--- src/rtl/hae_pkg.sv ---
`timescale 1ns / 1ps
// ----------------------------------------------------------------------------
// hae_pkg: shared types and constants of the text encoder
// Job and record formats passed between front, queue and back, character
// codes and the base-85 reciprocal.
// ----------------------------------------------------------------------------
package hae_pkg;

  // Register index of output_mode within the configuration space
  localparam logic REG_OUTPUT_MODE = 1'b0;

  // Mode values
  localparam logic MODE_HEX = 1'b0;
  localparam logic MODE_B85 = 1'b1;

  // Depth of the job queue between front and back
  localparam int QDEPTH = 4;

  // Character codes
  localparam logic [7:0] CH_NL    = 8'd10;
  localparam logic [7:0] CH_TILDE = 8'h7E;
  localparam logic [7:0] CH_GT    = 8'h3E;
  localparam logic [7:0] B85_OFS  = 8'd33;

  // floor(x / 85) = (x * RECIP_85) >> RECIP_SHIFT for every 32-bit x
  localparam logic [31:0] RECIP_85    = 32'hC0C0C0C1;
  localparam int          RECIP_SHIFT = 38;
  localparam logic [6:0]  BASE_85     = 7'd85;

  typedef enum logic [1:0] {
    KIND_HEX,
    KIND_B85,
    KIND_ERR
  } kind_t;

  // One unit of work from the front: a byte, a complete group or a row-end error
  typedef struct packed {
    kind_t       kind;
    logic [31:0] data;
    logic        nl;
    logic        close;
  } job_t;

  // A job ready to print: hex byte, error close or five base-85 digits, most significant first
  typedef struct packed {
    kind_t           kind;
    logic [7:0]      data;
    logic [4:0][6:0] dig;
    logic            nl;
    logic            close;
  } rec_t;

  function automatic logic [7:0] hex_char(input logic [3:0] n);
    return (n < 4'd10) ? (8'h30 + {4'b0, n}) : (8'h57 + {4'b0, n});
  endfunction

endpackage

--- src/rtl/hex_ascii85_text_encoder_unit.sv ---
`timescale 1ns / 1ps
// ----------------------------------------------------------------------------
// hex_ascii85_text_encoder_unit: image bytes to ASCII hex or ASCII85 text
// Input words carry data_byte and last_of_row; output words carry one text
// character with last_char (last one of its byte or group) and row_error.
// Both channels move a word when valid is high and stall is low.
// The user must write output_mode over the APB port only while the block
// is idle; the block does not enforce this. A write also restarts the open
// group and line.
// The output register moves one character per cycle while out_stall is low;
// a hex byte prints as 2 to 5 characters and an ASCII85 group as 5 to 9.
// The base-85 converter can take a new group as it finishes the last one
// and overlaps the printing of the previous group. Bytes that only fill a
// group are taken one per cycle while the queue is not full.
// A 4-deep job queue separates input from output: when the receiver stalls,
// the output word holds and input is taken until the queue fills.
// Reset returns output_mode to hex and clears the group and line state.
// ----------------------------------------------------------------------------
module hex_ascii85_text_encoder_unit import hae_pkg::*; #(
  parameter int LINE_CHARS = 80
) (
  input  logic        clk,
  input  logic        rst,
  input  logic        psel,
  input  logic        penable,
  input  logic        pwrite,
  input  logic [2:0]  paddr,
  input  logic [31:0] pwdata,
  output logic [31:0] prdata,
  output logic        pready,
  input  logic        in_valid,
  output logic        in_stall,
  input  logic [7:0]  data_byte,
  input  logic        last_of_row,
  output logic        out_valid,
  input  logic        out_stall,
  output logic [7:0]  out_char,
  output logic        last_char,
  output logic        row_error
);

  logic output_mode;
  logic cfg_clear;
  logic q_push, q_pop, q_empty, q_full;
  job_t q_in, q_out;

  assign pready    = 1'b1;
  assign cfg_clear = psel && penable && pwrite && (paddr[2] == REG_OUTPUT_MODE);
  assign prdata    = (paddr[2] == REG_OUTPUT_MODE) ? {31'b0, output_mode} : 32'b0;

  always_ff @(posedge clk) begin
    if (rst) begin
      output_mode <= MODE_HEX;
    end else if (cfg_clear) begin
      output_mode <= pwdata[0];
    end
  end

  hae_front #(
    .LINE_CHARS (LINE_CHARS)
  ) u_front (
    .clk         (clk),
    .rst         (rst),
    .mode        (output_mode),
    .cfg_clear   (cfg_clear),
    .in_valid    (in_valid),
    .in_stall    (in_stall),
    .data_byte   (data_byte),
    .last_of_row (last_of_row),
    .q_full      (q_full),
    .q_push      (q_push),
    .q_job       (q_in)
  );

  hae_queue u_queue (
    .clk       (clk),
    .rst       (rst),
    .push      (q_push),
    .push_data (q_in),
    .pop       (q_pop),
    .pop_data  (q_out),
    .empty     (q_empty),
    .full      (q_full)
  );

  hae_back u_back (
    .clk       (clk),
    .rst       (rst),
    .q_empty   (q_empty),
    .q_data    (q_out),
    .q_pop     (q_pop),
    .out_valid (out_valid),
    .out_stall (out_stall),
    .out_char  (out_char),
    .last_char (last_char),
    .row_error (row_error)
  );

  a_push_room: assert property (@(posedge clk) disable iff (rst)
    q_push |-> !q_full)
    else $error("job pushed into a full queue");

  a_pop_data: assert property (@(posedge clk) disable iff (rst)
    q_pop |-> !q_empty)
    else $error("job popped from an empty queue");

  a_hex_push: assert property (@(posedge clk) disable iff (rst)
    (in_valid && !in_stall && (output_mode == MODE_HEX) && !cfg_clear) |-> q_push)
    else $error("hex byte accepted without a job");

  a_err_run: assert property (@(posedge clk) disable iff (rst)
    (out_valid && !out_stall && row_error && !last_char) |=> (out_valid && row_error))
    else $error("error close sequence broken");

endmodule

--- src/rtl/hae_front.sv ---
`timescale 1ns / 1ps
// ----------------------------------------------------------------------------
// hae_front: input acceptance and classification
// Tracks the open ASCII85 group and the line fill, and turns each input word
// into a job for the queue (or absorbs it into the group).
// ----------------------------------------------------------------------------
module hae_front import hae_pkg::*; #(
  parameter int LINE_CHARS = 80
) (
  input  logic       clk,
  input  logic       rst,
  input  logic       mode,
  input  logic       cfg_clear,
  input  logic       in_valid,
  output logic       in_stall,
  input  logic [7:0] data_byte,
  input  logic       last_of_row,
  input  logic       q_full,
  output logic       q_push,
  output job_t       q_job
);

  localparam logic [6:0] HEX_LIMIT = 7'(LINE_CHARS / 2);
  localparam logic [6:0] B85_LIMIT = 7'(LINE_CHARS / 5);

  logic [23:0] group_buffer, group_buffer_next;
  logic [1:0]  group_fill, group_fill_next;
  logic [6:0]  line_count, line_count_next;

  logic       accept;
  logic [6:0] cnt_inc;
  logic       line_end;

  assign in_stall = q_full;
  assign accept   = in_valid && !q_full;
  assign cnt_inc  = line_count + 7'd1;

  always_comb begin
    group_buffer_next = group_buffer;
    group_fill_next   = group_fill;
    line_count_next   = line_count;
    q_push            = 1'b0;
    q_job.kind        = KIND_HEX;
    q_job.data        = {24'b0, data_byte};
    q_job.nl          = 1'b0;
    q_job.close       = last_of_row;
    line_end          = last_of_row ||
                        (cnt_inc >= ((mode == MODE_HEX) ? HEX_LIMIT : B85_LIMIT));
    if (cfg_clear) begin
      group_buffer_next = '0;
      group_fill_next   = '0;
      line_count_next   = '0;
    end else if (accept) begin
      if (mode == MODE_HEX) begin
        q_push          = 1'b1;
        q_job.nl        = line_end;
        line_count_next = line_end ? 7'd0 : cnt_inc;
      end else if (group_fill == 2'd3) begin
        q_push            = 1'b1;
        q_job.kind        = KIND_B85;
        q_job.data        = {group_buffer, data_byte};
        q_job.nl          = line_end;
        group_buffer_next = '0;
        group_fill_next   = '0;
        line_count_next   = line_end ? 7'd0 : cnt_inc;
      end else if (last_of_row) begin
        // partial group at row end: drop it and close the line with an error
        q_push            = 1'b1;
        q_job.kind        = KIND_ERR;
        q_job.nl          = 1'b1;
        group_buffer_next = '0;
        group_fill_next   = '0;
        line_count_next   = '0;
      end else begin
        group_buffer_next = {group_buffer[15:0], data_byte};
        group_fill_next   = group_fill + 2'd1;
      end
    end
  end

  always_ff @(posedge clk) begin
    if (rst) begin
      group_buffer <= '0;
      group_fill   <= '0;
      line_count   <= '0;
    end else begin
      group_buffer <= group_buffer_next;
      group_fill   <= group_fill_next;
      line_count   <= line_count_next;
    end
  end

endmodule

--- src/rtl/hae_queue.sv ---
`timescale 1ns / 1ps
// ----------------------------------------------------------------------------
// hae_queue: short job queue between front and back
// Register-based FIFO; push and pop may happen in the same cycle.
// ----------------------------------------------------------------------------
module hae_queue import hae_pkg::*; (
  input  logic clk,
  input  logic rst,
  input  logic push,
  input  job_t push_data,
  input  logic pop,
  output job_t pop_data,
  output logic empty,
  output logic full
);

  localparam int PTR_W = $clog2(QDEPTH);
  localparam int CNT_W = $clog2(QDEPTH + 1);

  job_t             slots [QDEPTH];
  logic [PTR_W-1:0] wr_ptr;
  logic [PTR_W-1:0] rd_ptr;
  logic [CNT_W-1:0] count;

  assign empty    = (count == '0);
  assign full     = (count == CNT_W'(QDEPTH));
  assign pop_data = slots[rd_ptr];

  always_ff @(posedge clk) begin
    if (push) begin
      slots[wr_ptr] <= push_data;
    end
  end

  always_ff @(posedge clk) begin
    if (rst) begin
      wr_ptr <= '0;
      rd_ptr <= '0;
      count  <= '0;
    end else begin
      if (push) begin
        wr_ptr <= (wr_ptr == PTR_W'(QDEPTH - 1)) ? '0 : wr_ptr + 1'b1;
      end
      if (pop) begin
        rd_ptr <= (rd_ptr == PTR_W'(QDEPTH - 1)) ? '0 : rd_ptr + 1'b1;
      end
      unique case ({push, pop})
        2'b10:   count <= count + 1'b1;
        2'b01:   count <= count - 1'b1;
        default: count <= count;
      endcase
    end
  end

endmodule

--- src/rtl/hae_back.sv ---
`timescale 1ns / 1ps
// ----------------------------------------------------------------------------
// hae_back: base-85 conversion and character emission
// A converter pulls jobs and produces print records, one base-85 digit per
// cycle (the last waits for a free record slot); an emitter walks each record
// out through the output register, one character per cycle while not stalled.
// ----------------------------------------------------------------------------
module hae_back import hae_pkg::*; (
  input  logic       clk,
  input  logic       rst,
  input  logic       q_empty,
  input  job_t       q_data,
  output logic       q_pop,
  output logic       out_valid,
  input  logic       out_stall,
  output logic [7:0] out_char,
  output logic       last_char,
  output logic       row_error
);

  // converter
  logic            busy;
  logic [2:0]      step;
  logic [31:0]     rprev;
  logic [31:0]     prodq;
  logic [4:0][6:0] dig;
  logic            conv_nl;
  logic            conv_close;

  // record slot between converter and emitter
  logic rec_valid;
  rec_t rec;

  // emitter
  logic       w_valid;
  rec_t       w;
  logic [3:0] pos;
  logic [3:0] w_len;
  logic [7:0] ch;

  logic        is_b85, finish, start, rec_free, rec_take;
  logic        adv, w_done, load;
  logic [31:0] mult_in;
  logic [63:0] product;
  logic [31:0] mq;
  logic [6:0]  q85;
  logic [6:0]  digit;

  assign is_b85 = (q_data.kind == KIND_B85);

  // quotient by 85 through the reciprocal, remainder from the low bits only
  assign q85     = prodq[6:0] * BASE_85;
  assign digit   = rprev[6:0] - q85;
  assign mult_in = start ? q_data.data : prodq;
  assign product = {32'b0, mult_in} * {32'b0, RECIP_85};
  assign mq      = {6'b0, product[63:RECIP_SHIFT]};

  assign rec_free = !rec_valid || rec_take;
  assign finish   = busy && (step == 3'd4) && rec_free;
  assign q_pop    = !q_empty && ((!busy && (is_b85 || rec_free)) || (finish && is_b85));
  assign start    = q_pop && is_b85;

  always_ff @(posedge clk) begin
    if (rst) begin
      busy <= 1'b0;
      step <= '0;
    end else if (start) begin
      busy <= 1'b1;
      step <= '0;
    end else if (busy && step != 3'd4) begin
      step <= step + 3'd1;
    end else if (finish) begin
      busy <= 1'b0;
    end
  end

  always_ff @(posedge clk) begin
    if (start) begin
      rprev      <= q_data.data;
      prodq      <= mq;
      conv_nl    <= q_data.nl;
      conv_close <= q_data.close;
    end else if (busy && step != 3'd4) begin
      // least significant digit comes out first
      dig[3'd4 - step] <= digit;
      rprev            <= prodq;
      prodq            <= mq;
    end
  end

  always_ff @(posedge clk) begin
    if (rst) begin
      rec_valid <= 1'b0;
    end else if (finish || (q_pop && !is_b85)) begin
      rec_valid <= 1'b1;
    end else if (rec_take) begin
      rec_valid <= 1'b0;
    end
  end

  always_ff @(posedge clk) begin
    if (finish) begin
      rec.kind  <= KIND_B85;
      rec.data  <= '0;
      rec.dig   <= {dig[4], dig[3], dig[2], dig[1], digit};
      rec.nl    <= conv_nl;
      rec.close <= conv_close;
    end else if (q_pop && !is_b85) begin
      rec.kind  <= q_data.kind;
      rec.data  <= q_data.data[7:0];
      rec.dig   <= dig;
      rec.nl    <= q_data.nl;
      rec.close <= q_data.close;
    end
  end

  // record length and character at the current position
  always_comb begin
    w_len = 4'd4;
    ch    = CH_NL;
    unique case (w.kind)
      KIND_HEX: begin
        w_len = 4'd2 + {3'b0, w.nl} + {2'b0, w.close, 1'b0};
        unique case (pos)
          4'd0:    ch = hex_char(w.data[7:4]);
          4'd1:    ch = hex_char(w.data[3:0]);
          4'd3:    ch = CH_GT;
          default: ch = CH_NL;
        endcase
      end
      KIND_B85: begin
        w_len = 4'd5 + {3'b0, w.nl} + (w.close ? 4'd3 : 4'd0);
        if (pos < 4'd5) begin
          ch = {1'b0, w.dig[pos[2:0]]} + B85_OFS;
        end else begin
          unique case (pos)
            4'd6:    ch = CH_TILDE;
            4'd7:    ch = CH_GT;
            default: ch = CH_NL;
          endcase
        end
      end
      KIND_ERR: begin
        w_len = 4'd4;
        unique case (pos)
          4'd1:    ch = CH_TILDE;
          4'd2:    ch = CH_GT;
          default: ch = CH_NL;
        endcase
      end
      default: begin
        w_len = 4'd4;
        ch    = CH_NL;
      end
    endcase
  end

  assign adv      = w_valid && (!out_valid || !out_stall);
  assign w_done   = adv && (pos == w_len - 4'd1);
  assign load     = rec_valid && (!w_valid || w_done);
  assign rec_take = load;

  always_ff @(posedge clk) begin
    if (rst) begin
      w_valid <= 1'b0;
      pos     <= '0;
    end else if (load) begin
      w_valid <= 1'b1;
      pos     <= '0;
    end else if (w_done) begin
      w_valid <= 1'b0;
    end else if (adv) begin
      pos <= pos + 4'd1;
    end
  end

  always_ff @(posedge clk) begin
    if (load) begin
      w <= rec;
    end
  end

  always_ff @(posedge clk) begin
    if (rst) begin
      out_valid <= 1'b0;
    end else if (adv) begin
      out_valid <= 1'b1;
    end else if (!out_stall) begin
      out_valid <= 1'b0;
    end
  end

  always_ff @(posedge clk) begin
    if (adv) begin
      out_char  <= ch;
      last_char <= (pos == w_len - 4'd1);
      row_error <= (w.kind == KIND_ERR);
    end
  end

endmodule
--- config.mk ---
export PLATFORM = sky130hd
export DESIGN_NAME = hex_ascii85_text_encoder_unit
export DESIGN_NICKNAME = d
export VERILOG_FILES = /design/src/rtl/hae_pkg.sv /design/src/rtl/hex_ascii85_text_encoder_unit.sv /design/src/rtl/hae_front.sv /design/src/rtl/hae_queue.sv /design/src/rtl/hae_back.sv
export SDC_FILE = /design/constraint.sdc
export NUM_CORES = 1
export LEC_CHECK = 0
export ABC_AREA = 0
export BUFFER_PORTS_ARGS = -buffer_cell sky130_fd_sc_hd__clkbuf_2
export CORE_AREA = 2 2 232 234
export DETAILED_ROUTE_END_ITERATION = 7
export DIE_AREA = 0 0 234 236
export PLACE_DENSITY = 0.65
export SETUP_SLACK_MARGIN = 0.4
export SYNTH_ARGS = -nofsm -noshare
export SYNTH_HDL_FRONTEND = slang
export SYNTH_SLANG_ARGS = --single-unit
--- constraint.sdc ---
create_clock -name clk -period 11.3 [get_ports clk]
set_input_delay 0.565 -clock clk [delete_from_list [all_inputs] [get_ports clk]]
set_output_delay 0.565 -clock clk [all_outputs]
set_load 0.01 [all_outputs]
==> results.yml <==
run_status:
  outcome: "complete, no violations"
drt:
  drc_errors: 0
  route.vias.total: 15600
  dr.pass1.iters: 5
  post_drt_wl_per_cell_um: 18.7
  wirelength_um: 54700
  ant_nets: 0
  viasPerCell: 5.35
  drt_iter0_drc: 900
yosys:
  synth_cell_types: 66
  synth-edff-count: 308
  synth_mux_area_frac: 0.0547
  synth_xor_area_frac: 0.0215
  synth-simple-area-share: 0.0690
  synth-adder-area-share: 0.305
  ys_warn_count: 0
  syn_area_sq_um: 25700
  ys_ff_latch: 372
  synth_cells: 2157
  synth_area_per_cell_sq_um: 11.9
  synth_compound_area_frac: 0.0675
  ys_seq_area_frac: 0.410
  synth_top_family_by_area: "adder cells"
  synthFlopType: "edfxtp_1"
  synthArstFlopShare: 0
placement:
  dpl.hpwl_um: 43000
  numPortBuffers: 30
  gp_congestion: 0.965
run:
  max_cap_violations: 0
timing:
  rsz0062_at_grt: "false"
  period_share: 0.923
  worst_clock_skew_ns: 0.0246
  fmax_ghz: 0.0959
  finalSetupViolCount: 0
  relSlewSlack: 0.180
  hold_viol_final: 0
  fin_setup_tns_ns: 0
  drv_slew: 0
  fin_crit_ns: 10.43
  tightest_slew_ns: 1.23
final_layout:
  layout-area-overhead-vs-synth_pct: 8.09
  drive_above_1_share: 0.0818
  layout.nets: 2773
floorplan:
  die_x_um: 234
  dieArea_sq_um: 55200
  io_pins: 96
  row_count: 85
  initial_utilization: 0.484
  die_h_um: 236
  core_sq_um: 53100
critical_path:
  worstPathBufferInverterCount: 9
  critPathTopFamily: "adder cells"
  required_ns: 11.55
  crit_fanout: 27
  cp-end-kind: "flip-flop"
  slowest_stage: "fa_1"
  start_kind: "flip-flop"
  slowest_delay_ns: 0.59
  crit_type: "reg -> reg"
  cp_data_arrival_time_ns: 10.67
clocking:
  clockBufferDepth: 3
  postCtsHoldBufs: 0
  cts_tree: "yes"
  htree_num_levels: 2
  cts.sinks: 372
  cts_made_buffers: 35
  clock_latency_ns: 0.53
  cts_root_buf: "clkbuf_16"
  post_cts_resized: 0
  post-cts-setup-buffers: 0
  path_clk_slew_ns: 0.07
grt:
  grt_overflow_total: 0
  grt_pass1_wl_um: 86500
  grt_pass1_vias: 16000
  grt_max_degree: 49
  antenna_found_initial: 1
  grt_usage: 0.204
worst_hold_path:
  hp-class: "in -> reg"
-- logic make-up after synthesis --
kind of cell	Yosys count
adder cells (fa/ha/maj)	523
buffers and inverters	459
flip-flops	372
AND/OR/NAND/NOR	369
AO/OA/AOI/OAI	272
multiplexers	97
XOR/XNOR	63
other	2
-- worst paths after layout --
| path | start | to | slack (ns) | cells past startpoint |
|---|---|---|---|---|
| worst min register to register | u_back.rec[6]$_DFFE_PP_ | u_back.w[6]$_DFFE_PP_ | 0.41 | 0 |
| worst max register to register | u_back.w[0]$_DFFE_PP_ | u_back.prodq[18]$_DFFE_PP_ | 0.87 | 38 |
| worst max-delay path | u_back.w[0]$_DFFE_PP_ | u_back.prodq[18]$_DFFE_PP_ | 0.87 | 38 |
| worst min-delay path | pwdata[0] | output_mode$_SDFFE_PP0P_ | 0.28 | 3 |
-- final cells by class --
class / instances / area (sq um)
clock buffer: 50 / 995
fill: 4569 / 25300
sequential: 372 / 10500
antenna: 1 / 2.50
timing repair buffer: 50 / 313
multi-input combinational: 1356 / 13500
tap: 696 / 871
clock inverter: 12 / 163
inverter: 384 / 1440
-- cells in the final DEF, fill, tap and decap left out, types with 13 or more instances in the layout --
cell type,instances
clkbuf_16,37
nor2b_1,19
xnor2_1,43
nor3_1,18
a21oi_1,116
fa_1,172
o21ai_0,36
ha_1,351
mux4_2,32
nand2b_1,14
nand3_1,42
mux2i_1,40
nand4_1,14
conb_1,32
buf_4,19
nor2_1,81
xor2_1,20
mux2_2,24
nand2_1,112
edfxtp_1,308
clkbuf_2,30
a21o_1,27
and2_1,32
dfxtp_1,62
a211oi_1,13
inv_1,383
-- per-layer routing --
layer  share of wire  GRT usage  vias up
met5               0          0        -
met3           0.043     0.0354       78
met2            0.49      0.340      303
met4           0.027     0.0575        0
li1                -          -     7465
met1            0.44      0.272     7780
-- cells in the mapped netlist, drive strengths merged (4+ instances only) --
master / count / area [sq um]
inv: 384 / 1440
ha: 351 / 4390
edfxtp: 308 / 9250
fa: 172 / 3440
a21oi: 117 / 589
nand2: 112 / 420
nor2: 81 / 304
dfxtp: 64 / 1280
xnor2: 43 / 377
buf: 42 / 289
nand3: 42 / 210
mux2i: 41 / 414
o21ai: 39 / 195
and2: 33 / 206
clkbuf: 33 / 124
mux4: 32 / 721
a21o: 27 / 203
mux2: 24 / 270
xor2: 20 / 175
nor2b: 19 / 119
nor3: 18 / 90.1
nand2b: 15 / 96.3
nand4: 14 / 87.6
a211oi: 13 / 97.6
o22ai: 12 / 75.1
o21bai: 9 / 71.3
and3: 8 / 50.1
nor4: 7 / 43.8
o211ai: 7 / 52.6
or2: 7 / 43.8
o21a: 5 / 37.5
a2111oi: 4 / 42.5
a211o: 4 / 35.0
a22oi: 4 / 30.0
o211a: 4 / 40.0
o221ai: 4 / 35.0
or3: 4 / 25.0
-- metrics by stage --
step	utilization	hold WS, ns	area [sq um]	setup slack [ns]	instances
2_1_floorplan	-	0.400	25800	1.69	2187
3_3_place_gp	0.501	0.401	26600	0.866	2858
3_5_place_dp	0.501	0.405	26600	0.703	2858
4_1_cts	0.523	0.263	27800	0.592	2920
5_1_grt	0.523	0.279	27800	0.397	2921
6_report	0.523	0.282	27800	0.875	2921
-- state kept, by name, summed over array words and instances (netlist names), 3 cells and up, named ones only --
name / cells
u_back.dig: 35
u_back.out_char: 8
u_back.pos: 4
u_back.prodq: 26
u_back.rec: 47
u_back.rprev: 7
u_back.step: 3
u_back.w: 47
u_front.group_buffer: 24
u_front.line_count: 7
u_queue.count: 3
u_queue.slots: 144
-- worst min-delay path: stages --
cell      delay (ns)
clkbuf_2        0.08
nand2_1         0.05
a21oi_1         0.05
Power is not shown: default switching activity piles up to over one toggle a cycle in this logic, so the estimate is an artifact.
